`config.mk`:
```
export PLATFORM = sky130hd
export DESIGN_NAME = text_mode_terminal_writer
export DESIGN_NICKNAME = d
export VERILOG_FILES = /design/src/tmtw_pkg.sv /design/src/tmtw_front.sv /design/src/tmtw_back.sv /design/src/text_mode_terminal_writer.sv
export SDC_FILE = /design/constraint.sdc
export NUM_CORES = 1
export LEC_CHECK = 0
export BUFFER_PORTS_ARGS = -buffer_cell sky130_fd_sc_hd__buf_2
export CORE_MARGIN = 2
export CORE_UTILIZATION = 62
export DETAILED_ROUTE_END_ITERATION = 12
export PLACE_DENSITY_LB_ADDON = 0.2
export SLEW_MARGIN = 40
export SYNTH_ARGS = -nofsm -noshare
export SYNTH_HDL_FRONTEND = slang
export SYNTH_SLANG_ARGS = --single-unit
export TNS_END_PERCENT = 100
```
`constraint.sdc`:
```
create_clock -name i_clk -period 9.49 [get_ports i_clk]
set_input_delay 0.4745 -clock i_clk [delete_from_list [all_inputs] [get_ports i_clk]]
set_output_delay 0.4745 -clock i_clk [all_outputs]
set_load 0.01 [all_outputs]
```
`src/tmtw_pkg.sv`:
```
`timescale 1ns / 1ps
`default_nettype none
// ----------------------------------------------------------------------------
// tmtw_pkg
// Shared types and constants of the text-mode terminal writer.
// ----------------------------------------------------------------------------
package tmtw_pkg;

    localparam int DEF_COLUMNS = 80;
    localparam int DEF_ROWS    = 25;

    localparam int CHAR_W    = 8;
    localparam int ATTR_W    = 8;
    localparam int CELL_W    = ATTR_W + CHAR_W;
    localparam int OUT_POS_W = 11;
    localparam int CFG_IDX_W = 2;

    localparam logic [CHAR_W-1:0] CODE_CR    = 8'd13;
    localparam logic [CHAR_W-1:0] CODE_LF    = 8'd10;
    localparam logic [CHAR_W-1:0] CODE_SPACE = 8'h20;
    localparam logic [ATTR_W-1:0] RESET_ATTR = 8'd7;

    // Register indexes of the configuration port
    typedef enum logic [CFG_IDX_W-1:0] {
        REG_TEXT_ATTR  = 2'd0,
        REG_BLANK_ATTR = 2'd1
    } t_cfg_reg;

    // Command class decided by the front end
    typedef enum logic [1:0] {
        CMD_PRINT = 2'd0,
        CMD_CR    = 2'd1,
        CMD_LF    = 2'd2
    } t_cmd;

    typedef struct packed {
        t_cmd              kind;
        logic [CHAR_W-1:0] code;
    } t_item;

    typedef struct packed {
        logic [ATTR_W-1:0] text;
        logic [ATTR_W-1:0] blank;
    } t_attr;

    typedef enum logic [2:0] {
        ST_CLEAR  = 3'd0,
        ST_IDLE   = 3'd1,
        ST_SCROLL = 3'd2,
        ST_EXEC   = 3'd3,
        ST_LF     = 3'd4
    } t_back_state;

endpackage
`default_nettype wire

```
`src/tmtw_front.sv`:
```
`timescale 1ns / 1ps
`default_nettype none
// ----------------------------------------------------------------------------
// tmtw_front
// Classifies incoming bytes and buffers them in a two-entry queue.
// ----------------------------------------------------------------------------
module tmtw_front (
    input  wire                          i_clk,
    input  wire                          i_rst_n,
    input  wire                          i_valid,
    output logic                         o_ready,
    input  wire  [tmtw_pkg::CHAR_W-1:0]  i_code,
    output logic                         o_q_valid,
    input  wire                          i_q_ready,
    output tmtw_pkg::t_item              o_q_item
);
    import tmtw_pkg::*;

    t_item      r_q [2];
    logic [1:0] r_cnt, n_cnt;
    logic       r_wp, r_rp;
    logic       w_push, w_pop;
    t_item      w_item;

    always_comb begin
        w_item.code = i_code;
        if (i_code == CODE_CR) begin
            w_item.kind = CMD_CR;
        end else if (i_code == CODE_LF) begin
            w_item.kind = CMD_LF;
        end else begin
            w_item.kind = CMD_PRINT;
        end
    end

    assign o_ready   = (r_cnt != 2'd2);
    assign o_q_valid = (r_cnt != 2'd0);
    assign o_q_item  = r_q[r_rp];
    assign w_push    = i_valid && o_ready;
    assign w_pop     = o_q_valid && i_q_ready;

    always_comb begin
        n_cnt = r_cnt;
        if (w_push && !w_pop) begin
            n_cnt = r_cnt + 2'd1;
        end else if (w_pop && !w_push) begin
            n_cnt = r_cnt - 2'd1;
        end
    end

    always_ff @(posedge i_clk) begin
        if (!i_rst_n) begin
            r_cnt <= 2'd0;
            r_wp  <= 1'b0;
            r_rp  <= 1'b0;
        end else begin
            r_cnt <= n_cnt;
            if (w_push) begin
                r_wp <= ~r_wp;
            end
            if (w_pop) begin
                r_rp <= ~r_rp;
            end
        end
    end

    always_ff @(posedge i_clk) begin
        if (w_push) begin
            r_q[r_wp] <= w_item;
        end
    end

    a_cnt_range: assert property (@(posedge i_clk) disable iff (!i_rst_n)
        r_cnt != 2'd3)
        else $error("queue count out of range");

    a_ptr_match: assert property (@(posedge i_clk) disable iff (!i_rst_n)
        (r_cnt == 2'd0 || r_cnt == 2'd2) |-> (r_wp == r_rp))
        else $error("queue pointers disagree with count");

    a_no_overflow: assert property (@(posedge i_clk) disable iff (!i_rst_n)
        (r_cnt == 2'd2 && !w_pop) |=> (r_cnt == 2'd2))
        else $error("queue count moved while full and not popped");

endmodule
`default_nettype wire

```
`src/tmtw_back.sv`:
```
`timescale 1ns / 1ps
`default_nettype none
// ----------------------------------------------------------------------------
// tmtw_back
// Executes queued commands: owns the screen store, the cursor and the
// result register.
// ----------------------------------------------------------------------------
module tmtw_back #(
    parameter int COLUMNS = tmtw_pkg::DEF_COLUMNS,
    parameter int ROWS    = tmtw_pkg::DEF_ROWS
) (
    input  wire                             i_clk,
    input  wire                             i_rst_n,
    input  wire                             i_q_valid,
    output logic                            o_q_ready,
    input  tmtw_pkg::t_item                 i_q_item,
    input  tmtw_pkg::t_attr                 i_attr,
    output logic                            o_clearing,
    output logic                            o_out_valid,
    input  wire                             i_out_ready,
    output logic [tmtw_pkg::OUT_POS_W-1:0]  o_cursor_position,
    output logic                            o_scrolled
);
    import tmtw_pkg::*;

    localparam int CELL_COUNT = COLUMNS * ROWS;
    localparam int ADDR_W     = $clog2(CELL_COUNT);
    localparam int LIN_W      = $clog2(CELL_COUNT + 1);
    localparam int ROW_W      = $clog2(ROWS);
    localparam int COL_W      = $clog2(COLUMNS);

    localparam logic [ROW_W-1:0]  LAST_ROW   = ROW_W'(ROWS - 1);
    localparam logic [COL_W-1:0]  LAST_COL   = COL_W'(COLUMNS - 1);
    localparam logic [ADDR_W-1:0] LAST_ADDR  = ADDR_W'(CELL_COUNT - 1);
    localparam logic [LIN_W-1:0]  BOTTOM_LIN = LIN_W'(CELL_COUNT - COLUMNS);
    localparam logic [CELL_W-1:0] RESET_CELL = {RESET_ATTR, CODE_SPACE};

    logic [CELL_W-1:0] mem [CELL_COUNT];

    t_back_state       r_state, n_state;
    logic [ADDR_W-1:0] r_clr, n_clr;
    logic [ROW_W-1:0]  r_row, n_row;     // logical cursor row
    logic [ROW_W-1:0]  r_prow, n_prow;   // physical row in the ring
    logic [ROW_W-1:0]  r_top, n_top;     // physical row shown on top
    logic [COL_W-1:0]  r_col, n_col;
    logic [COL_W-1:0]  r_wcol, n_wcol;   // blanking column
    logic [LIN_W-1:0]  r_lin, n_lin;
    logic              r_past, n_past;
    t_item             r_cmd, n_cmd;
    logic              r_scr, n_scr;
    logic              r_out_valid, n_out_valid;
    logic [LIN_W-1:0]  r_out_lin, n_out_lin;
    logic              r_out_scr, n_out_scr;

    logic              w_we;
    logic [ADDR_W-1:0] w_addr;
    logic [CELL_W-1:0] w_data;
    logic [ROW_W-1:0]  w_wrow;
    logic [COL_W-1:0]  w_wc;
    logic              w_out_free;
    logic [CELL_W-1:0] w_blank;

    assign w_out_free = !r_out_valid || i_out_ready;
    assign w_blank    = {i_attr.blank, CODE_SPACE};
    assign w_addr     = (w_we && r_state == ST_CLEAR) ? r_clr
                      : ADDR_W'(w_wrow * COLUMNS) + ADDR_W'(w_wc);

    assign o_q_ready         = (r_state == ST_IDLE) && w_out_free;
    assign o_clearing        = (r_state == ST_CLEAR);
    assign o_out_valid       = r_out_valid;
    assign o_cursor_position = OUT_POS_W'(r_out_lin);
    assign o_scrolled        = r_out_scr;

    always_comb begin
        n_state     = r_state;
        n_clr       = r_clr;
        n_row       = r_row;
        n_prow      = r_prow;
        n_top       = r_top;
        n_col       = r_col;
        n_wcol      = r_wcol;
        n_lin       = r_lin;
        n_past      = r_past;
        n_cmd       = r_cmd;
        n_scr       = r_scr;
        n_out_valid = r_out_valid;
        n_out_lin   = r_out_lin;
        n_out_scr   = r_out_scr;
        w_we        = 1'b0;
        w_data      = w_blank;
        w_wrow      = r_prow;
        w_wc        = r_wcol;

        if (r_out_valid && i_out_ready) begin
            n_out_valid = 1'b0;
        end

        case (r_state)
            ST_CLEAR: begin
                w_we   = 1'b1;
                w_data = RESET_CELL;
                if (r_clr == LAST_ADDR) begin
                    n_state = ST_IDLE;
                end else begin
                    n_clr = r_clr + ADDR_W'(1);
                end
            end
            ST_IDLE: begin
                if (i_q_valid && w_out_free) begin
                    n_cmd  = i_q_item;
                    n_wcol = '0;
                    if (r_past) begin
                        // scroll: old top row becomes the new bottom row
                        n_state = ST_SCROLL;
                        n_scr   = 1'b1;
                        n_row   = LAST_ROW;
                        n_col   = '0;
                        n_lin   = BOTTOM_LIN;
                        n_past  = 1'b0;
                        n_prow  = r_top;
                        n_top   = (r_top == LAST_ROW) ? '0 : r_top + ROW_W'(1);
                    end else begin
                        n_state = ST_EXEC;
                        n_scr   = 1'b0;
                    end
                end
            end
            ST_SCROLL: begin
                w_we = 1'b1;
                if (r_wcol == LAST_COL) begin
                    n_state = ST_EXEC;
                end else begin
                    n_wcol = r_wcol + COL_W'(1);
                end
            end
            ST_EXEC: begin
                case (r_cmd.kind)
                    CMD_CR: begin
                        n_col       = '0;
                        n_lin       = r_lin - LIN_W'(r_col);
                        n_out_valid = 1'b1;
                        n_out_lin   = n_lin;
                        n_out_scr   = r_scr;
                        n_state     = ST_IDLE;
                    end
                    CMD_LF: begin
                        n_wcol  = r_col;
                        n_state = ST_LF;
                    end
                    default: begin
                        w_we   = 1'b1;
                        w_wc   = r_col;
                        w_data = {i_attr.text, r_cmd.code};
                        n_lin  = r_lin + LIN_W'(1);
                        if (r_col == LAST_COL) begin
                            n_col = '0;
                            if (r_row == LAST_ROW) begin
                                n_past = 1'b1;
                            end else begin
                                n_row  = r_row + ROW_W'(1);
                                n_prow = (r_prow == LAST_ROW) ? '0 : r_prow + ROW_W'(1);
                            end
                        end else begin
                            n_col = r_col + COL_W'(1);
                        end
                        n_out_valid = 1'b1;
                        n_out_lin   = n_lin;
                        n_out_scr   = r_scr;
                        n_state     = ST_IDLE;
                    end
                endcase
            end
            ST_LF: begin
                w_we = 1'b1;
                if (r_wcol == LAST_COL) begin
                    n_col = '0;
                    n_lin = r_lin - LIN_W'(r_col) + LIN_W'(COLUMNS);
                    if (r_row == LAST_ROW) begin
                        n_past = 1'b1;
                    end else begin
                        n_row  = r_row + ROW_W'(1);
                        n_prow = (r_prow == LAST_ROW) ? '0 : r_prow + ROW_W'(1);
                    end
                    n_out_valid = 1'b1;
                    n_out_lin   = n_lin;
                    n_out_scr   = r_scr;
                    n_state     = ST_IDLE;
                end else begin
                    n_wcol = r_wcol + COL_W'(1);
                end
            end
            default: begin
                n_state = ST_IDLE;
            end
        endcase
    end

    always_ff @(posedge i_clk) begin
        if (!i_rst_n) begin
            r_state     <= ST_CLEAR;
            r_clr       <= '0;
            r_row       <= '0;
            r_prow      <= '0;
            r_top       <= '0;
            r_col       <= '0;
            r_lin       <= '0;
            r_past      <= 1'b0;
            r_out_valid <= 1'b0;
        end else begin
            r_state     <= n_state;
            r_clr       <= n_clr;
            r_row       <= n_row;
            r_prow      <= n_prow;
            r_top       <= n_top;
            r_col       <= n_col;
            r_lin       <= n_lin;
            r_past      <= n_past;
            r_out_valid <= n_out_valid;
        end
    end

    always_ff @(posedge i_clk) begin
        r_wcol    <= n_wcol;
        r_cmd     <= n_cmd;
        r_scr     <= n_scr;
        r_out_lin <= n_out_lin;
        r_out_scr <= n_out_scr;
    end

    // screen store, single write port
    always_ff @(posedge i_clk) begin
        if (w_we) begin
            mem[w_addr] <= w_data;
        end
    end

    a_clear_quiet: assert property (@(posedge i_clk) disable iff (!i_rst_n)
        (r_state == ST_CLEAR) |-> !r_out_valid)
        else $error("result produced during clearing pass");

    a_past_lin: assert property (@(posedge i_clk) disable iff (!i_rst_n)
        r_past |-> (r_lin == LIN_W'(CELL_COUNT) && r_row == LAST_ROW))
        else $error("past-end cursor inconsistent");

    a_lin_track: assert property (@(posedge i_clk) disable iff (!i_rst_n)
        !r_past |-> (r_lin == LIN_W'(r_row * COLUMNS) + LIN_W'(r_col)))
        else $error("linear cursor out of step with row and column");

    a_scroll_pos: assert property (@(posedge i_clk) disable iff (!i_rst_n)
        (r_out_valid && r_out_scr) |-> (r_out_lin >= BOTTOM_LIN))
        else $error("scroll reported with cursor above bottom row");

endmodule
`default_nettype wire

```
`src/text_mode_terminal_writer.sv`:
```
`timescale 1ns / 1ps
`default_nettype none
// ----------------------------------------------------------------------------
// text_mode_terminal_writer
// Character-at-a-time writer into a COLUMNS x ROWS text-mode screen store.
// ----------------------------------------------------------------------------
// After reset the block sweeps the screen store to blank cells (attribute 7,
// space), one cell a cycle; no byte transfer is taken until that pass ends,
// but register writes are. Each byte transfer yields exactly one result
// transfer carrying the new cursor position and a scroll flag. Bytes enter
// a two-entry queue and a back-end sequencer executes them against the
// store's single write port: a line feed blanks the rest of the row one
// cell a cycle, and a pending scroll first blanks the new bottom row.
// Scrolling moves a ring pointer over the rows, so no cell is copied. A
// waiting result holds the sequencer idle; the next command is taken in
// the cycle that result is transferred.
// Registers: index 0 text attribute, index 1 blank attribute; write them
// only while the block is idle.
// ----------------------------------------------------------------------------
module text_mode_terminal_writer #(
    parameter int COLUMNS = tmtw_pkg::DEF_COLUMNS,
    parameter int ROWS    = tmtw_pkg::DEF_ROWS
) (
    input  wire                             i_clk,
    input  wire                             i_rst_n,
    // configuration write channel
    input  wire                             i_cfg_valid,
    output logic                            o_cfg_ready,
    input  wire  [tmtw_pkg::CFG_IDX_W-1:0]  i_cfg_index,
    input  wire  [tmtw_pkg::ATTR_W-1:0]     i_cfg_data,
    // byte input
    input  wire                             i_in_valid,
    output logic                            o_in_ready,
    input  wire  [tmtw_pkg::CHAR_W-1:0]     i_char_code,
    // result output
    output logic                            o_out_valid,
    input  wire                             i_out_ready,
    output logic [tmtw_pkg::OUT_POS_W-1:0]  o_cursor_position,
    output logic                            o_scrolled
);
    import tmtw_pkg::*;

    t_attr r_attr;
    logic  w_clearing;
    logic  w_front_ready;
    logic  w_q_valid;
    logic  w_q_ready;
    t_item w_q_item;

    // register writes are always taken
    assign o_cfg_ready = 1'b1;

    always_ff @(posedge i_clk) begin
        if (!i_rst_n) begin
            r_attr.text  <= RESET_ATTR;
            r_attr.blank <= RESET_ATTR;
        end else if (i_cfg_valid) begin
            case (i_cfg_index)
                REG_TEXT_ATTR:  r_attr.text  <= i_cfg_data;
                REG_BLANK_ATTR: r_attr.blank <= i_cfg_data;
                default: begin
                end
            endcase
        end
    end

    // hold off byte transfers until the clearing pass is done
    assign o_in_ready = w_front_ready && !w_clearing;

    tmtw_front u_front (
        .i_clk     (i_clk),
        .i_rst_n   (i_rst_n),
        .i_valid   (i_in_valid && !w_clearing),
        .o_ready   (w_front_ready),
        .i_code    (i_char_code),
        .o_q_valid (w_q_valid),
        .i_q_ready (w_q_ready),
        .o_q_item  (w_q_item)
    );

    tmtw_back #(
        .COLUMNS (COLUMNS),
        .ROWS    (ROWS)
    ) u_back (
        .i_clk             (i_clk),
        .i_rst_n           (i_rst_n),
        .i_q_valid         (w_q_valid),
        .o_q_ready         (w_q_ready),
        .i_q_item          (w_q_item),
        .i_attr            (r_attr),
        .o_clearing        (w_clearing),
        .o_out_valid       (o_out_valid),
        .i_out_ready       (i_out_ready),
        .o_cursor_position (o_cursor_position),
        .o_scrolled        (o_scrolled)
    );

endmodule
`default_nettype wire
```
=== Word-level counts from Yosys, hierarchy flattened ===
Memory sizes are Yosys's and may differ from the RTL's. A register that Yosys moved wholly into a read port is not among the register bits.
Index checks and enable logic that the tools add are counted.

* Register bits: 63
* Latch bits: 0
* RAM bits: 20
* ROM bits: 0
* Input bits: 23
* Output and inout port bits: 15
* Logic and storage cells: 130
* Memories: 1

{| class="wikitable"
|+ Memory list
! name !! words !! bits a word !! rd ports !! clocked after Yosys merged registers in !! write ports !! RTL line !! text
|-
| u_front.r_q || 2 || 10 || 1 || 1 || 1 || tmtw_front.sv:19 || <nowiki>t_item r_q [2];</nowiki>
|}

* $add $sub $neg: 9
* Multiply operators: 0
* Div/mod/pow operators: 0
* Magnitude comparators: 0
* Equality and inequality tests: 23
* Shift operators: 0
* Mux-type cells: 50
* Bitwise operators: 3
* Reductions and logical operators: 30

{| class="wikitable"
|+ Operators with widths
! kind !! number
|-
| $mux 7 || 7
|-
| $pmux 11 s2 || 2
|-
| $pmux 7 s3 || 2
|-
| $mux 11 || 3
|-
| $pmux 11 s3 || 1
|-
| $mux 5 || 6
|-
| $add 11x1->11 const B || 2
|-
| $eq 8x4->1 const B || 2
|-
| $mux 3 || 5
|-
| $pmux 3 s5 || 1
|-
| $pmux 5 s3 || 1
|-
| $add 7x1->7 const B || 2
|-
| $eq 7x7->1 const B || 2
|-
| $mux 1 || 14
|-
| $pmux 7 s2 || 1
|-
| $ne 2x1->1 const B || 6
|-
| $add 11x7->11 const B || 1
|-
| $eq 11x11->1 const B || 1
|-
| $sub 11x7->11 || 1
|-
| $ne 2x2->1 const B || 5
|-
| $reduce_and 5->1 || 2
|-
| $logic_and 1x1->1 || 9
|-
| $mux 2 || 4
|-
| $reduce_and 4->1 || 2
|-
| 21 further kinds || 33
|}

=== Logic depth before layout (Yosys ltp) ===
* Depth after elaboration: 8
* Gate-level depth with buffers: 13

=== Modules after synthesis ===
From an unflattened synthesis, not the netlist that was laid out.

* Cells, all modules: 559
* Area, all modules: 5470.2 um^2

{| class="wikitable"
|+ By module, submodules not included
! module !! times used !! cells an instance !! area an instance (um^2)
|-
| tmtw_back || 1 || 433 || 3822.4
|-
| tmtw_front || 1 || 60 || 988.4
|-
| text_mode_terminal_writer || 1 || 66 || 659.4
|}

=== Worst setup path after synthesis ===
OpenSTA, ideal clock, no wires.

* Path kind: register to register
* Start point: reg u_back.r_lin[0]
* End point: reg u_back.r_out_lin[10], in the netlist u_back.o_cursor_position[10] (data pin)
* Arrival: 2.845 ns
* Required time: 9.230 ns
* Setup slack: 6.385 ns
* Stages on the path, launching flop included: 13
* Buffers on the path: 0
* Clock period less this slack: 3.105 ns
* Path through: dfxtp_1 > inv_1 > ha_1 > fa_1 > nand2b_1 > a21oi_1 > xor2_1 > ha_1 > or4_1 > nand4_1 > or2_2 > nand3_1 > xnor2_1

* Longest elaborated chain between the ends: 4
* Elaborated cells between the ends (all ways): 6

{| class="wikitable"
|+ Ends and longest elaborated chain
! element !! RTL line !! text
|-
| start: declaration || tmtw_back.sv:47 || <nowiki>logic [LIN_W-1:0] r_lin, n_lin;</nowiki>
|-
| start signal: assignment || tmtw_back.sv:216 || <nowiki>r_lin <= n_lin;</nowiki>
|-
| $sub 11x7->11 || tmtw_back.sv:140, tmtw_back.sv:177 ||
|-
| $add 11x7->11 || tmtw_back.sv:177 || <nowiki>n_lin = r_lin - LIN_W'(r_col) + LIN_W'(COLUMNS);</nowiki>
|-
| $mux 11 || tmtw_back.sv:175 || <nowiki>if (r_wcol == LAST_COL) begin</nowiki>
|-
| $pmux 11 s2 (*) || tmtw_back.sv:98 || <nowiki>case (r_state)</nowiki>
|-
| named net u_back.n_out_lin[10] || tmtw_back.sv:52 || <nowiki>logic [LIN_W-1:0] r_out_lin, n_out_lin;</nowiki>
|-
| end signal: assignment || tmtw_back.sv:226 || <nowiki>r_out_lin <= n_out_lin;</nowiki>
|-
| end: declaration || tmtw_back.sv:52 ||
|}

Mark *: on every way through the listed nets, which the timed path passes. The rest lies on a longest branch. The select of a mux whose other input is x is not followed.
A chain may end at the register's enable or synchronous reset.

=== Final worst setup path ===
* Start point: reg u_back.r_lin[0]
* End point: reg u_back.r_lin[10]

* Longest elaborated chain between the ends: 4
* Elaborated cells between the ends (all ways): 6

{| class="wikitable"
|+ Ends and longest elaborated chain
! element !! RTL line
|-
| $sub 11x7->11 || tmtw_back.sv:140, tmtw_back.sv:177
|-
| $add 11x7->11 || tmtw_back.sv:177
|-
| $mux 11 || tmtw_back.sv:175
|-
| $pmux 11 s3 (*) || tmtw_back.sv:98
|}

Mark *: on every way between the ends. The rest lies on a longest branch, timed or not. The select of a mux whose other input is x is not followed.

==> run metrics <==
Final period util 0.371; clock buffer depth 2; internal power 0.476 mW; Max Freq 0.284 GHz; vias in the first global route 3230; CP max FO 8; layout cells sized above 1 0.130; vias 3566; DRT Pass-1 Iters 4; Most used DFF post-synth dfxtp_1; Top Ports 38; combinational share of power 0.177; area of the multi-input gates about 2500 sq um; XOR/XNOR share of the synthesized area 0.0850; Mapped Nets 530; compound-cell area share of the yosys netlist 0.178; total power 0.690 mW; unrepaired setup endpoints after global routing no; Post-synth ARST share 0; Clock power frac 0.300; die width 87.6 um; average size of a mapped cell 8.85 sq um; Post-Synth Simple-Gate Area 0.224; Initial Util 0.641; FP Rows 30; Post-Route WL 8790 um; max_slew headroom 0.477; initial antenna violation count 0; Core ar. roughly 6800 sq um; fill cell count 539; IO buf count 25; largest family of logic cells by synthesized area simple AND/OR/NAND/NOR gates; Critical Path End Type register; CTS root buf clkbuf_8; Final Skew 0.00984 ns; HP Class in2reg; CTS tree done; multiplexer area fraction after synthesis 0.0263; die height 87.6 um; total grt overflow 0; # setup viols final 0; Max Cap Viol 0; status finished, final reports clean; Final Hold Fails 0; # diodes 0; Clock Latency Late Sink 0.35 ns; Critical Path RT 9.73 ns; mapped cell area 4330 sq um; kind of critical path reg2reg; power per cell area ~150 nW/um^2; P&R area growth vs syn 6.07%; DRC Markers 0; sequential cell fraction of total power 0.523; post-synth top area cell dfxtp_1; DIE AREA 7670 sq um; Total GRT Usage 0.246; Sum Neg Setup Slack 0 ns; P_leak 1.79 nW; CTS Buf Count 9; number of synthesized flops with an enable pin 26; CP Data Arrival Time 3.76 ns; crit path time final 3.52 ns; Post-DRT Antenna Nets 0; GPL Wtd Cong 0.848; sw frac 0.310; NetSw 0.214 mW; post-cts sizing count 0; Synth Warn # 0; CTS sink cnt 69; Worst Tran Pin Value 0.784 ns; Final nets 544; Synth top area share 0.199; Synth Area in Adders 0.0538; final slew viol count 0; Yosys cell types 72; Register Area about 1600 sq um; via/cell ratio 6.06; drt wl/cell 15.0 um; Worst VDD drop 0.000145 V; H-tree levels 3; FF+latch count, synth 69; DRT iter0 DRCs roughly 210; post-synthesis sequential area ratio 0.379; first-pass GRT wire length between 10000 and 15000 um; setup bufs post-CTS 0; largest net degree at the start of global routing 32; startpoint type of the worst setup path register; top area cells in the synthesized netlist dfxtp_1 20%, edfxtp_1 18%, ha_1 4.9%; # hold bufs at CTS 0; Mapped Cells 489; Worst-path clk slew around 0.070 ns; DP HPWL 6400 um
[final cells by class]
class,count,area share
multi-input cells,374,0.537
flip-flops and latches,69,0.358
repair buffers,26,0.0289
clock buffers,10,0.0278
well taps,80,0.0218
inverters,23,0.0188
clock inverters,6,0.00845
[Yosys cell counts, drive strengths merged (8+ instances only)]
library cell   n
a21oi         40
and3          11
buf            9
clkbuf        14
dfxtp         43
edfxtp        26
ha            17
inv           23
mux2i          8
nand2         34
nand2b        10
nand3         21
nand4          8
nor2          56
nor3          10
o21ai         30
o22ai          9
xnor2         19
xor2          23
[registers in the layout (all words and copies together) (netlist names), 2 cells and up]
signal and count:
u_back.o_cursor_position 11, u_back.r_clr 11, u_back.r_cmd 2, u_back.r_col 7, u_back.r_lin 11, u_back.r_row 5, u_back.r_state 3, u_back.r_wcol 7
u_front.r_cnt 2, u_front.r_q 4
[metal layers]
metal / wire (um) / GRT usage
met5: 0 / 0
met4: 204 / 0.101
met3: 400 / 0.0434
met2: 4250 / 0.413
met1: 3940 / 0.315
[placed cells by master, fill, tap and decap left out, types with 3 or more instances in the layout]
cell      synthesis  layout
nor2_1           54      54
dfxtp_1          43      43
a21oi_1          39      39
nand2_1          34      34
o21ai_0          28      28
edfxtp_1         26      26
buf_2             3      25
xor2_1           23      23
inv_1            23      22
nand3_1          21      21
xnor2_1          19      19
ha_1             17      17
nand2b_1         10      10
and3_1           10      10
clkbuf_8          2       9
nor3_1            8       8
o22ai_1           8       8
mux2i_1           8       8
nand4_1           7       7
nor2b_1           5       5
and4_1            4       4
o21a_1            4       4
or2_2             4       4
mux2_2            3       3
nor4_1            3       3
nand3b_1          3       3
o211ai_1          3       3
a32oi_1           3       3
[metrics by stage]
step           utilization  setup WS [ns]  cells  hold slack (ns)  cell area, sq um
2_1_floorplan            -           6.39    489            0.400              4330
3_3_place_gp         0.654           6.09    572            0.400              4420
3_5_place_dp         0.655           6.02    572            0.428              4420
4_1_cts              0.679           6.01    588            0.402              4590
5_1_grt              0.679           5.66    588            0.426              4590
6_report             0.679           5.97    588            0.419              4590
[worst paths after layout]
kind              startpoint           endpoint  slack [ns]  cells after the start
max reg2reg  u_back.r_lin[0]   u_back.r_lin[10]        5.97                     13
max          u_back.r_lin[0]   u_back.r_lin[10]        5.97                     13
min reg2reg     u_back.r_scr  u_back.o_scrolled        0.44                      0
min           i_char_code[1]  u_front.r_q[0][8]        0.42                      2
[kinds of logic (layout without fill, tap and decap cells)]
logic type,Yosys count,count (layout)
AND/OR/NAND/NOR,183,183
AO/OA/AOI/OAI,119,119
flip-flops,69,69
buffers and inverters,46,65
XOR/XNOR,42,42
adder cells (fa/ha/maj),18,18
multiplexers,11,11
other,1,1
[power by group through the flow]
stage / sequential, mW / combinational (mW) / clock [mW]
2_1_floorplan: 0.353 / 0.108 / 0
3_3_place_gp: 0.366 / 0.115 / 0
3_5_place_dp: 0.367 / 0.121 / 0
4_1_cts: 0.360 / 0.122 / 0.213
5_1_grt: 0.365 / 0.138 / 0.223
6_report: 0.361 / 0.122 / 0.207
[critical path, cell delays in order (launching register included)]
cell and delay, ns:
dfxtp_1 0.46, inv_1 0.07, ha_1 0.24, fa_1 0.40, nand2b_1 0.23, a21oi_1 0.36
xor2_1 0.26, ha_1 0.26, nor2b_1 0.06, o21ai_0 0.16, o311ai_1 0.22, or4_1 0.51
nand3_1 0.10, a21oi_1 0.07
Power figures use the tool's default switching activity.
